$ cat src/rtl/msq_pkg.sv
// shared types and constants of the midi step sequencer
`default_nettype none

package msq_pkg;

    // sequencer geometry
    localparam int NUM_STEPS = 8;
    localparam int POS_W     = $clog2(NUM_STEPS + 1);
    localparam int IDX_W     = $clog2(NUM_STEPS);

    // reset values
    localparam logic [6:0] NOTE_RESET = 7'd60;
    localparam logic [7:0] TPB_RESET  = 8'd2;

    // one item can cause this many messages at most
    localparam int MAX_MSGS = 3;
    localparam int CNT_W    = $clog2(MAX_MSGS + 1);

    // entries in the queue between front and back
    localparam int QDEPTH = 2;
    localparam int QPTR_W = $clog2(QDEPTH);
    localparam int QCNT_W = $clog2(QDEPTH + 1);

    // request codes
    typedef enum logic [1:0] {
        REQ_TICK   = 2'd0,
        REQ_MUTE   = 2'd1,
        REQ_POT    = 2'd2,
        REQ_SELECT = 2'd3
    } req_t;

    // one midi message, velocity fixed and not carried
    typedef struct packed {
        logic       note_on;
        logic [6:0] note_number;
        logic       led_update;
        logic [7:0] led_pattern;
    } msg_t;

    // all messages caused by one item
    typedef struct packed {
        msg_t [MAX_MSGS-1:0] msgs;
        logic [CNT_W-1:0]    count;
    } entry_t;

    // queue status seen by front and back
    typedef struct packed {
        logic full;
        logic empty;
    } q_stat_t;

endpackage

`default_nettype wire

$ cat src/rtl/msq_front.sv
// front part: accepts items, keeps the sequencer state, builds message entries
`default_nettype none

module msq_front (
    input  wire logic               clk,
    input  wire logic               rst_n,
    input  wire logic               cfg_wr_en,
    input  wire logic [7:0]         cfg_wr_data,
    input  wire logic               req_valid,
    output logic                    req_ready,
    input  wire logic [1:0]         req_type,
    input  wire logic [2:0]         button_code,
    input  wire logic [7:0]         pot_sample,
    input  wire msq_pkg::q_stat_t   qstat,
    output logic                    push,
    output msq_pkg::entry_t         push_entry
);
    import msq_pkg::*;

    // sequencer state
    logic [7:0]           tpb_reg;
    logic [POS_W-1:0]     pos_reg, pos_next;
    logic [7:0]           div_reg, div_next;
    logic [IDX_W-1:0]     sel_reg, sel_next;
    logic [NUM_STEPS-1:0] muted_reg, muted_next;

    // note store with valid bits and registered reads at current and previous step
    logic [6:0]           note_mem [NUM_STEPS];
    logic [NUM_STEPS-1:0] note_vld_reg;
    logic [6:0]           cur_note_reg, prev_note_reg;
    logic                 note_we;
    logic [6:0]           note_wdata;
    logic [IDX_W-1:0]     rd_cur, rd_prev, cur_idx_now;

    logic                 accept, pos_valid, beat, cur_muted;
    logic [7:0]           div_inc, pattern;
    logic [3:0]           tog;
    msg_t                 off_cur;
    entry_t               entry;

    function automatic logic [IDX_W-1:0] step_idx(input logic [POS_W-1:0] p);
        logic [POS_W-1:0] t;
        t = (p == '0) ? '0 : p - 1'b1;
        return t[IDX_W-1:0];
    endfunction

    function automatic logic [IDX_W-1:0] prev_idx(input logic [IDX_W-1:0] c);
        return (c == '0) ? IDX_W'(NUM_STEPS - 1) : c - 1'b1;
    endfunction

    function automatic logic [6:0] note_read(input logic [IDX_W-1:0] a,
                                             input logic [NUM_STEPS-1:0] vld,
                                             input logic [6:0] data);
        return vld[a] ? data : NOTE_RESET;
    endfunction

    assign req_ready   = !qstat.full;
    assign accept      = req_valid && req_ready;
    assign pos_valid   = (pos_reg != '0);
    assign cur_idx_now = step_idx(pos_reg);
    assign cur_muted   = muted_reg[cur_idx_now];
    assign div_inc     = div_reg + 8'd1;
    assign beat        = (div_inc >= tpb_reg);
    assign tog         = 4'd7 - {1'b0, button_code};

    // led pattern for the current step
    always_comb
    begin
        pattern = 8'h00;
        if (!cur_muted && (int'(cur_idx_now) < 8))
            pattern = 8'h80 >> cur_idx_now;
    end

    // note-off for the current step
    always_comb
    begin
        off_cur             = '0;
        off_cur.note_number = cur_note_reg;
    end

    // classify the item and work out state and messages
    always_comb
    begin
        pos_next   = pos_reg;
        div_next   = div_reg;
        sel_next   = sel_reg;
        muted_next = muted_reg;
        note_we    = 1'b0;
        note_wdata = pot_sample[7:1];
        entry      = '0;
        if (accept)
        begin
            case (req_type)
                REQ_TICK:
                begin
                    if (pos_valid)
                    begin
                        entry.msgs[0] = off_cur;
                        entry.count   = CNT_W'(1);
                    end
                    div_next = div_inc;
                    if (beat)
                    begin
                        div_next = 8'd0;
                        if (pos_valid)
                        begin
                            entry.msgs[1].note_number = prev_note_reg;
                            entry.msgs[2].note_on     = !cur_muted;
                            entry.msgs[2].note_number = cur_note_reg;
                            entry.msgs[2].led_update  = 1'b1;
                            entry.msgs[2].led_pattern = pattern;
                            entry.count               = CNT_W'(3);
                        end
                        pos_next = (pos_reg < POS_W'(NUM_STEPS)) ? pos_reg + 1'b1
                                                                 : POS_W'(1);
                    end
                end
                REQ_MUTE:
                begin
                    if (int'(tog) < NUM_STEPS)
                        muted_next[IDX_W'(tog)] = !muted_reg[IDX_W'(tog)];
                end
                REQ_POT:
                begin
                    if (pos_valid)
                    begin
                        entry.msgs[0] = off_cur;
                        entry.count   = CNT_W'(1);
                    end
                    note_we = 1'b1;
                end
                REQ_SELECT:
                begin
                    if (pos_valid)
                    begin
                        entry.msgs[0] = off_cur;
                        entry.count   = CNT_W'(1);
                    end
                    sel_next = (sel_reg == IDX_W'(NUM_STEPS - 1)) ? '0 : sel_reg + 1'b1;
                end
                default:
                begin
                    entry = '0;
                end
            endcase
        end
    end

    assign push       = accept && (entry.count != '0);
    assign push_entry = entry;

    // read addresses follow the next step position
    assign rd_cur  = step_idx(pos_next);
    assign rd_prev = prev_idx(rd_cur);

    // control state
    always_ff @(posedge clk or negedge rst_n)
    begin
        if (!rst_n)
        begin
            tpb_reg      <= TPB_RESET;
            pos_reg      <= '0;
            div_reg      <= 8'd0;
            sel_reg      <= '0;
            muted_reg    <= '0;
            note_vld_reg <= '0;
        end
        else
        begin
            if (cfg_wr_en)
                tpb_reg <= cfg_wr_data;
            pos_reg   <= pos_next;
            div_reg   <= div_next;
            sel_reg   <= sel_next;
            muted_reg <= muted_next;
            if (note_we)
                note_vld_reg[sel_reg] <= 1'b1;
        end
    end

    // note memory, write-first registered reads
    always_ff @(posedge clk)
    begin
        if (note_we)
            note_mem[sel_reg] <= note_wdata;
        if (note_we && (sel_reg == rd_cur))
            cur_note_reg <= note_wdata;
        else
            cur_note_reg <= note_read(rd_cur, note_vld_reg, note_mem[rd_cur]);
        if (note_we && (sel_reg == rd_prev))
            prev_note_reg <= note_wdata;
        else
            prev_note_reg <= note_read(rd_prev, note_vld_reg, note_mem[rd_prev]);
    end

`ifndef SYNTHESIS
    logic [6:0] cur_note_chk;
    assign cur_note_chk = note_read(cur_idx_now, note_vld_reg, note_mem[cur_idx_now]);

    a_pos_range: assert property (@(posedge clk) disable iff (!rst_n)
        int'(pos_reg) <= NUM_STEPS)
        else $error("step position out of range");

    a_cur_note: assert property (@(posedge clk) disable iff (!rst_n)
        pos_valid |-> (cur_note_reg == cur_note_chk))
        else $error("current note cache stale");

    a_beat_div: assert property (@(posedge clk) disable iff (!rst_n)
        (accept && (req_type == REQ_TICK) && beat) |=> (div_reg == 8'd0))
        else $error("divider not cleared on beat");
`endif

endmodule

`default_nettype wire

$ cat src/rtl/msq_queue.sv
// short queue of message entries between front and back
`default_nettype none

module msq_queue (
    input  wire logic              clk,
    input  wire logic              rst_n,
    input  wire logic              push,
    input  wire msq_pkg::entry_t   push_entry,
    input  wire logic              pop,
    output msq_pkg::entry_t        head,
    output msq_pkg::q_stat_t       qstat
);
    import msq_pkg::*;

    entry_t              store [QDEPTH];
    logic [QPTR_W-1:0]   wr_ptr_reg, rd_ptr_reg;
    logic [QCNT_W-1:0]   cnt_reg, cnt_next;

    assign qstat.full  = (cnt_reg == QCNT_W'(QDEPTH));
    assign qstat.empty = (cnt_reg == '0);
    assign head        = store[rd_ptr_reg];

    // occupancy
    always_comb
    begin
        cnt_next = cnt_reg;
        if (push && !pop)
            cnt_next = cnt_reg + 1'b1;
        else if (pop && !push)
            cnt_next = cnt_reg - 1'b1;
    end

    // pointers
    always_ff @(posedge clk or negedge rst_n)
    begin
        if (!rst_n)
        begin
            wr_ptr_reg <= '0;
            rd_ptr_reg <= '0;
            cnt_reg    <= '0;
        end
        else
        begin
            if (push)
                wr_ptr_reg <= (wr_ptr_reg == QPTR_W'(QDEPTH - 1)) ? '0 : wr_ptr_reg + 1'b1;
            if (pop)
                rd_ptr_reg <= (rd_ptr_reg == QPTR_W'(QDEPTH - 1)) ? '0 : rd_ptr_reg + 1'b1;
            cnt_reg <= cnt_next;
        end
    end

    // entry storage
    always_ff @(posedge clk)
    begin
        if (push)
            store[wr_ptr_reg] <= push_entry;
    end

`ifndef SYNTHESIS
    a_no_overflow: assert property (@(posedge clk) disable iff (!rst_n)
        push |-> !qstat.full)
        else $error("push into full queue");

    a_no_underflow: assert property (@(posedge clk) disable iff (!rst_n)
        pop |-> !qstat.empty)
        else $error("pop from empty queue");

    a_entry_nonempty: assert property (@(posedge clk) disable iff (!rst_n)
        push |-> (push_entry.count != '0))
        else $error("entry without messages queued");
`endif

endmodule

`default_nettype wire

$ cat src/rtl/msq_back.sv
// back part: sends the messages of each entry through an output register
`default_nettype none

module msq_back (
    input  wire logic              clk,
    input  wire logic              rst_n,
    input  wire msq_pkg::entry_t   head,
    input  wire msq_pkg::q_stat_t  qstat,
    output logic                   pop,
    output logic                   msg_valid,
    input  wire logic              msg_ready,
    output logic                   note_on,
    output logic [6:0]             note_number,
    output logic                   led_update,
    output logic [7:0]             led_pattern,
    output logic                   last
);
    import msq_pkg::*;

    logic [CNT_W-1:0] idx_reg;
    logic             valid_reg;
    msg_t             msg_reg;
    logic             last_reg;
    logic             load, is_last;

    assign load    = !qstat.empty && (!valid_reg || msg_ready);
    assign is_last = (idx_reg == head.count - 1'b1);
    assign pop     = load && is_last;

    // message index within the head entry and output valid
    always_ff @(posedge clk or negedge rst_n)
    begin
        if (!rst_n)
        begin
            idx_reg   <= '0;
            valid_reg <= 1'b0;
        end
        else
        begin
            if (load)
                idx_reg <= is_last ? '0 : idx_reg + 1'b1;
            if (load)
                valid_reg <= 1'b1;
            else if (msg_ready)
                valid_reg <= 1'b0;
        end
    end

    // output payload
    always_ff @(posedge clk)
    begin
        if (load)
        begin
            msg_reg  <= head.msgs[idx_reg[1:0]];
            last_reg <= is_last;
        end
    end

    assign msg_valid   = valid_reg;
    assign note_on     = msg_reg.note_on;
    assign note_number = msg_reg.note_number;
    assign led_update  = msg_reg.led_update;
    assign led_pattern = msg_reg.led_pattern;
    assign last        = last_reg;

`ifndef SYNTHESIS
    a_idx_in_entry: assert property (@(posedge clk) disable iff (!rst_n)
        !qstat.empty |-> (idx_reg < head.count))
        else $error("message index past entry");

    a_idx_idle: assert property (@(posedge clk) disable iff (!rst_n)
        qstat.empty |-> (idx_reg == '0))
        else $error("message index left over");

    a_led_zero: assert property (@(posedge clk) disable iff (!rst_n)
        (valid_reg && !msg_reg.led_update) |-> (msg_reg.led_pattern == 8'h00))
        else $error("led pattern without update");
`endif

endmodule

`default_nettype wire

$ cat src/rtl/midi_step_sequencer.sv
// top level of the eight-step midi note sequencer
//
//  channel  direction  handshake              payload
//  req      in         req_valid/req_ready    req_type, button_code, pot_sample
//  msg      out        msg_valid/msg_ready    note_on, note_number, led_update,
//                                             led_pattern, last
//  cfg      in         cfg_wr_en              cfg_wr_data (ticks_per_beat)
//
// an item is taken whenever req_ready is high; its zero to three messages leave one a cycle
// through the output register while msg_ready stays high
// a two-entry queue lets the front keep taking items while the back drains
// req_ready drops only when the queue is full; a stalled msg channel fills it
// reset clears step position, divider, mutes, pot selection and note valid bits
// at once; notes read as 60 until a pot sample writes them
`default_nettype none

module midi_step_sequencer (
    input  wire logic       clk,
    input  wire logic       rst_n,
    input  wire logic       cfg_wr_en,
    input  wire logic [7:0] cfg_wr_data,
    input  wire logic       req_valid,
    output logic            req_ready,
    input  wire logic [1:0] req_type,
    input  wire logic [2:0] button_code,
    input  wire logic [7:0] pot_sample,
    output logic            msg_valid,
    input  wire logic       msg_ready,
    output logic            note_on,
    output logic [6:0]      note_number,
    output logic            led_update,
    output logic [7:0]      led_pattern,
    output logic            last
);
    import msq_pkg::*;

    q_stat_t qstat;
    entry_t  push_entry, head;
    logic    push, pop;

    // front: state and classification
    msq_front u_front (
        .clk         (clk),
        .rst_n       (rst_n),
        .cfg_wr_en   (cfg_wr_en),
        .cfg_wr_data (cfg_wr_data),
        .req_valid   (req_valid),
        .req_ready   (req_ready),
        .req_type    (req_type),
        .button_code (button_code),
        .pot_sample  (pot_sample),
        .qstat       (qstat),
        .push        (push),
        .push_entry  (push_entry)
    );

    // entry queue
    msq_queue u_queue (
        .clk        (clk),
        .rst_n      (rst_n),
        .push       (push),
        .push_entry (push_entry),
        .pop        (pop),
        .head       (head),
        .qstat      (qstat)
    );

    // back: message output
    msq_back u_back (
        .clk         (clk),
        .rst_n       (rst_n),
        .head        (head),
        .qstat       (qstat),
        .pop         (pop),
        .msg_valid   (msg_valid),
        .msg_ready   (msg_ready),
        .note_on     (note_on),
        .note_number (note_number),
        .led_update  (led_update),
        .led_pattern (led_pattern),
        .last        (last)
    );

endmodule

`default_nettype wire

$ cat config.mk
export PLATFORM = sky130hd
export DESIGN_NAME = midi_step_sequencer
export DESIGN_NICKNAME = d
export VERILOG_FILES = /design/src/rtl/msq_pkg.sv /design/src/rtl/msq_front.sv /design/src/rtl/msq_queue.sv /design/src/rtl/msq_back.sv /design/src/rtl/midi_step_sequencer.sv
export SDC_FILE = /design/constraint.sdc
export NUM_CORES = 1
export LEC_CHECK = 0
export BUFFER_PORTS_ARGS = -buffer_cell sky130_fd_sc_hd__buf_4
export CORE_MARGIN = 4
export CORE_UTILIZATION = 40
export CTS_CLUSTER_DIAMETER = 60
export DETAILED_ROUTE_END_ITERATION = 7
export PLACE_DENSITY = 0.63
export SLEW_MARGIN = 20
export SYNTH_ARGS = -nofsm -noshare
export SYNTH_HDL_FRONTEND = slang
export SYNTH_SLANG_ARGS = --single-unit
$ cat constraint.sdc
create_clock -name clk -period 6.25 [get_ports clk]
set_input_delay 1.25 -clock clk [delete_from_list [all_inputs] [get_ports clk]]
set_output_delay 1.25 -clock clk [all_outputs]
set_load 0.01 [all_outputs]
* Word-level counts from Yosys, hierarchy flattened *
Memories as Yosys holds them, arrays and structs flattened.
Cells that the tools add are included.
Widths: inputs -> output; s select.

storage, ports and cells
  logic and storage cells = 138
  bits of input ports = 26
  memories kept = 2
  memory bits (writable) = 162
  register bits after elaboration = 78
  output and inout bits = 20

memory list
  name              depth  width  rd ports  clocked after memory_dff  write ports  line             text
  u_queue.store     2      53     1         0                         1            msq_queue.sv:15  entry_t store [QDEPTH];
  u_front.note_mem  8      7      2         0                         1            msq_front.sv:28  logic [6:0] note_mem [NUM_STEPS];

operators by class
  multiplexer cells = 53
  $add $sub $neg = 13
  bitwise operators = 1
  magnitude comparators = 11
  equal/unequal tests = 8
  reduce and logical (&&, ||, !) cells = 31
  shift-type cells = 1

operator list
  cell                 count
  $mux 17              4
  $mux 53              1
  $mux 7               7
  $pmux 19 s2          1
  $bmux 17 s2          1
  $lt 3x4->1 const B   5
  $mux 18              1
  $mux 1               16
  $mux 4               4
  $mux 8               2
  $bmux 1 s3           4
  $mux 3               4
  $logic_and 1x1->1    10
  $mux 2               5
  $sub 3x1->3 const B  3
  $add 8x1->8 const B  1
  $bwmux 8             1
  $ge 8x8->1           1
  $logic_not 4->1      2
  $lt 4x4->1 const B   2
  $or 8x8->8           1
  $shr 8x3->8 const A  1
  $logic_not 1->1      7
  $demux 1 s3          2
  21 further kinds     32

* Longest topological paths before layout *
  depth in word-level cells = 15
  depth in mapped cells = 27
  gate-level depth less buffers = 24

* Cells and area by module *
Synthesis repeated with hierarchy kept, for this count alone.

second synthesis, totals
  cells, all modules = 874
  area total of the unflattened synthesis = 11970.2 µm²

by module, submodules not included
  module     times used  seq. area each (µm²)  area an instance (µm²)  cells an instance
  msq_front  1           2939.1                6616.3                  598
  msq_queue  1           3283.1                4261.6                  181
  msq_back   1           615.6                 1092.3                  95

* Worst setup path before layout *
No wires, ideal clock.

  kind = register to register
  from = reg u_front.div_reg[0]
  to = reg u_front.prev_note_reg[0]
  path buffers = 4
  data required time = 6.133 ns
  stages on the path, launching flop included = 25
  clock period less this slack = 5.497 ns
  setup slack = 0.753 ns
  library setup time = 0.117 ns
  data arrival time = 5.380 ns
  cell sequence = dfrtp_1 and3_1 and3_1 and3_1 xor2_1 ha_1 nand4_1 o31ai_1 buf_6 nand2_1 o21ai_2 clkbuf_1 ha_1 o211ai_2 nand3_2 buf_2 ha_1 inv_1 o41ai_2 nor3_1 buf_2 mux2i_1 mux2i_1 mux2_2 a22o_1

on the way
  cells in the longest elaborated chain, start to end = 13
  elaborated cells between the ends (all ways) = 18
  classes of those cells = 3 x add/sub; 1 x order compare; 1 x eq/ne; 9 x mux; 3 x reduce/logical; 1 x memory

RTL lines
  what                                                   line              text
  start, declared                                        msq_front.sv:23   logic [7:0] div_reg, div_next;
  start signal, assigned                                 msq_front.sv:173  div_reg <= div_next;
  $add 8x1->8 (*)                                        msq_front.sv:62   assign div_inc = div_reg + 8'd1;
  $ge 8x8->1 (*)                                         msq_front.sv:63   assign beat = (div_inc >= tpb_reg);
  $mux 4 (*)                                             msq_front.sv:102  if (beat)
  $mux 4 (*)                                             msq_front.sv:93   case (req_type)
  $mux 4 (*)                                             msq_front.sv:91   if (accept)
  $sub 3x1->3 / $logic_not 4->1 (equally long branches)  msq_front.sv:43   t = (p == '0) ? '0 : p - 1'b1;
  $mux 3 (*)                                             msq_front.sv:43
  $sub 3x1->3 / $logic_not 3->1 (equally long branches)  msq_front.sv:48   return (c == '0) ? IDX_W'(NUM_STEPS - 1) : c - 1'b1;
  $mux 3 (*)                                             msq_front.sv:48
  $bmux 1 s3                                             msq_front.sv:54   return vld[a] ? data : NOTE_RESET;
  $mux 1 (not written as such)                           msq_front.sv:54
  $mux 7                                                 msq_front.sv:54
  $mux 7 (*)                                             msq_front.sv:190  if (note_we && (sel_reg == rd_prev))
  end signal, assigned                                   msq_front.sv:191  prev_note_reg <= note_wdata;
  end signal, assigned                                   msq_front.sv:193  prev_note_reg <= note_read(rd_prev, note_vld_reg, note_mem[rd_prev]);
  end, declared                                          msq_front.sv:30   logic [6:0] cur_note_reg, prev_note_reg;

Every way passes the cells marked *; elsewhere a longest branch is shown, timed or not. The select of a mux whose other input is x is not followed.
A chain may end at the register's enable or synchronous reset.

* Worst setup path after layout *
  from = reg u_front.div_reg[0]
  to = reg u_front.prev_note_reg[4]

Same word-level chain as after synthesis.

==> flow_summary.yaml <==
status:
  status: "finished, final reports clean"
synthesis:
  synth_edf_count: 138
  synthDistinctLibCells: 74
  synth_area_um2: 9450
  ys_seq_area_frac: 0.590
  synth_ff_type: "edfxtp_1"
  netlist_instances: 724
  yosys_warnings: 0
  yosys_register_bits: 198
  synth_nets: 771
  async_reset_ff_frac: 0.232
  syn_avg_cell_area_um2: 13.1
place:
  routabilityCongestion: 0.797
  hpwl_mm: 12.3
  port_buffers: 44
  place_inst: 1061
  pre_cts_slack_ns: 0.701
sta:
  worstMarginPinSlew_ns: 1.06
  fin_crit_sh: 0.886
  grt_setup_unrepaired: "no"
  slew_viol_final: 0
  slew_headroom: 0.292
  max_freq_mhz: 181
  period_needed_ns: 5.54
  setup_viol: 0
  final.setup.tns_ns: 0
  hold_violations: 0
  worst_slack_ns: 0.710
  fin_skew_ns: 0.0132
floorplanning:
  die_area_um2: 26200
  core_um2: 22900
  num_rows: 55
  start_util: 0.413
  die_h_um: 162
  num_io_pins: 46
  die_w_um: 162
clock_tree:
  cts_buffers: 17
  clock_path_buffers: 2
  cts_setup_buffers: 0
  cts_tree: "yes"
  clock-root-buffer: "clkbuf_16"
  path_clk_slew_ns: 0.08
  cts_resized: 0
  cts.sinks: 198
  htree_levels: 4
  cts.hold.buffers_added: 0
  clock_latency_ns: 0.43
critical_path:
  worst_ep_arrival_time_ns: 5.83
  cp_num_cells: 24
  path_cells: "and3_1 -> and3_1 -> and3_1 -> xor2_1 -> ha_1 -> nand4_1 -> o31ai_1 -> nand2_1 -> nand2_1 -> o21a_1 -> ha_1 -> o211ai_2 -> nand2_2 -> nor2_1 -> inv_1 -> ha_1 -> inv_1 -> o41ai_2 -> nor3_2 -> buf_4 -> xor2_1 -> nand3b_1 -> a2bb2oi_2 -> a2bb2oi_1"
  crit_fanout: 29
  endpoint_kind: "register"
  critPathMaxStageDelay_ns: 0.46
  crit_slowest_cell: "o41ai_2"
  worstSetupStartpointType: "register"
  rr_worst_depth: 24
  crit_required_ns: 6.54
  critical_path_class: "reg2reg"
  cp-startpoint: "u_front.div_reg[0]"
  r2r-start: "u_front.div_reg[0]"
  critical-path-top-delay-family: "compound AO/OA/AOI/OAI gates"
  worst-path-buf-inv: 3
finish:
  finalNonFillerCells: 1093
  finalNetCount: 814
  reg_top3: "u_queue.store (64), u_front.note_mem (56)"
  seq_area_um2: 5580
  layout_common_cells: "edfxtp_1, mux2i_1, buf_4"
  finish.utilization: 0.466
  nFillCells: 2016
  area_growth_syn_to_layout_pct: 13.0
  antennaDiodeCount: 0
  layout-drive-gt1-share: 0.203
  largest_register_ffs: 64
  final_common_cell: "edfxtp_1"
  regMostFlops: "u_queue.store"
  multi_input_area_um2: 3640
pwr:
  p_comb_frac: 0.389
  p_clk_frac: 0.216
  vdd_ir_drop_max_uv: 249
  p_per_area_nw_per_um2: 451
  switchingPower_mw: 1.71
  leakage_nw: 4.30
  p_sw_frac: 0.354
  p_seq_frac: 0.395
  power.internal_mw: 3.12
global_route:
  grt_use_total: 0.144
  grt_pass1_wl_mm: 29.7
  grt_pass1_vias: 5574
  grt_max_degree: 47
  globalRouteOverflowTotal: 0
  antenna_found_initial: 0
drt:
  dr.pass1.iters: 5
  ant_nets: 0
  wl_per_cell_um: 16.6
  vias: 5599
  totalWireLength_mm: 18.2
  avgViaCountPerCell: 5.12
  drt_iter0_drc: 293
  drc: 0
worst_hold_path:
  hold_path_depth: 1
  hold_start: "u_front.muted_reg[7]"
  hold_class: "reg2reg"
run:
  maxCapViolations: 0
## layer usage
metal | share of wire | up-vias | track usage
li1 | - | 2768 | -
met1 | 0.47 | 2715 | 0.196
met2 | 0.48 | 100 | 0.236
met3 | 0.037 | 16 | 0.0266
met4 | 0.014 | 0 | 0.0427
met5 | 0 | - | 0
## cells in the mapped netlist (3+ instances only)
master     count  share of area
mux4_2         9          0.021
mux2i_1       88          0.093
and3_1         5         0.0033
a22o_1         5         0.0046
clkbuf_1      16         0.0064
or2_2         10         0.0066
a21oi_1        7         0.0037
nand2b_1      11         0.0073
mux2_2        24          0.029
nor2b_1        3         0.0020
o211ai_1       9         0.0071
buf_2          7         0.0037
a21o_1         4         0.0032
nand3_1       10         0.0053
nand4_1        7         0.0046
o21ai_0       26          0.014
nor2_1        52          0.021
o31ai_1        4         0.0032
xnor2_1        7         0.0065
nand2_1       53          0.021
dfrtp_1       45           0.12
a2bb2oi_1      4         0.0037
inv_1         27          0.011
ha_1          21          0.028
edfxtp_1     138           0.44
and2_1        25          0.017
a31oi_1        4         0.0026
nor3_1         8         0.0042
a221oi_1       3         0.0028
o21a_1         3         0.0024
dfxtp_1       14          0.030
buf_4          3         0.0024
o22ai_1       11         0.0073
xor2_1        11          0.010
## power by group through the flow
stage | clock (mW) | sequential, mW | combinational [mW]
2_1_floorplan | 0 | 1.88 | 1.45
3_3_place_gp | 0 | 1.93 | 1.87
3_5_place_dp | 0 | 1.93 | 1.89
4_1_cts | 1.07 | 1.91 | 1.90
5_1_grt | 1.12 | 1.95 | 2.07
6_report | 1.04 | 1.90 | 1.88
## cell families after synthesis
group / after synthesis / share of synthesized area
DFF: 198 / 0.590
muxes: 122 / 0.144
AOI/OAI and AO/OA: 100 / 0.0776
buffers and inverters: 58 / 0.0267
and+or+nand+nor: 206 / 0.115
adders and majority gates: 21 / 0.0278
xor gates and xnor gates: 19 / 0.0184
## worst register-to-register path: stages, from the launching register on
cell	delay, ns
dfrtp_1	0.43
and3_1	0.21
and3_1	0.18
and3_1	0.18
xor2_1	0.16
ha_1	0.30
nand4_1	0.16
o31ai_1	0.36
nand2_1	0.24
nand2_1	0.12
o21a_1	0.17
ha_1	0.26
o211ai_2	0.14
nand2_2	0.15
nor2_1	0.07
inv_1	0.20
ha_1	0.27
inv_1	0.08
o41ai_2	0.46
nor3_2	0.07
buf_4	0.29
xor2_1	0.21
nand3b_1	0.17
a2bb2oi_2	0.35
a2bb2oi_1	0.15
## worst paths after layout
| path | end | slack, ns |
|---|---|---|
| max | u_front.prev_note_reg[4] | 0.71 |
| min | u_front.muted_reg[7] | 0.49 |
| max reg2reg | u_front.prev_note_reg[4] | 0.71 |
| min reg2reg | u_front.muted_reg[7] | 0.49 |
| max in group asynchronous | u_queue.cnt_reg[1] | 5.00 |
| min in group asynchronous | u_front.tpb_reg[3] | 0.82 |
## area by class of cell
| type | count | area share |
|---|---|---|
| Inverter | 28 | 0.00984 |
| Multi-Input combinational cell | 468 | 0.341 |
| Clock inverter | 14 | 0.0128 |
| Sequential cell | 198 | 0.522 |
| Clock buffer | 18 | 0.0402 |
| Timing Repair Buffer | 54 | 0.0379 |
| Tap cell | 313 | 0.0367 |
## stage by stage
step | total power, mW | instance area, µm² | hold WS (ns)
6_report | 4.82 | 10700 | 0.495
2_1_floorplan | 3.33 | 9450 | 0.455
5_1_grt | 5.14 | 10700 | 0.527
4_1_cts | 4.88 | 10700 | 0.500
3_3_place_gp | 3.80 | 10100 | 0.477
3_5_place_dp | 3.83 | 10100 | 0.481
Power figures use the tool's default switching activity.
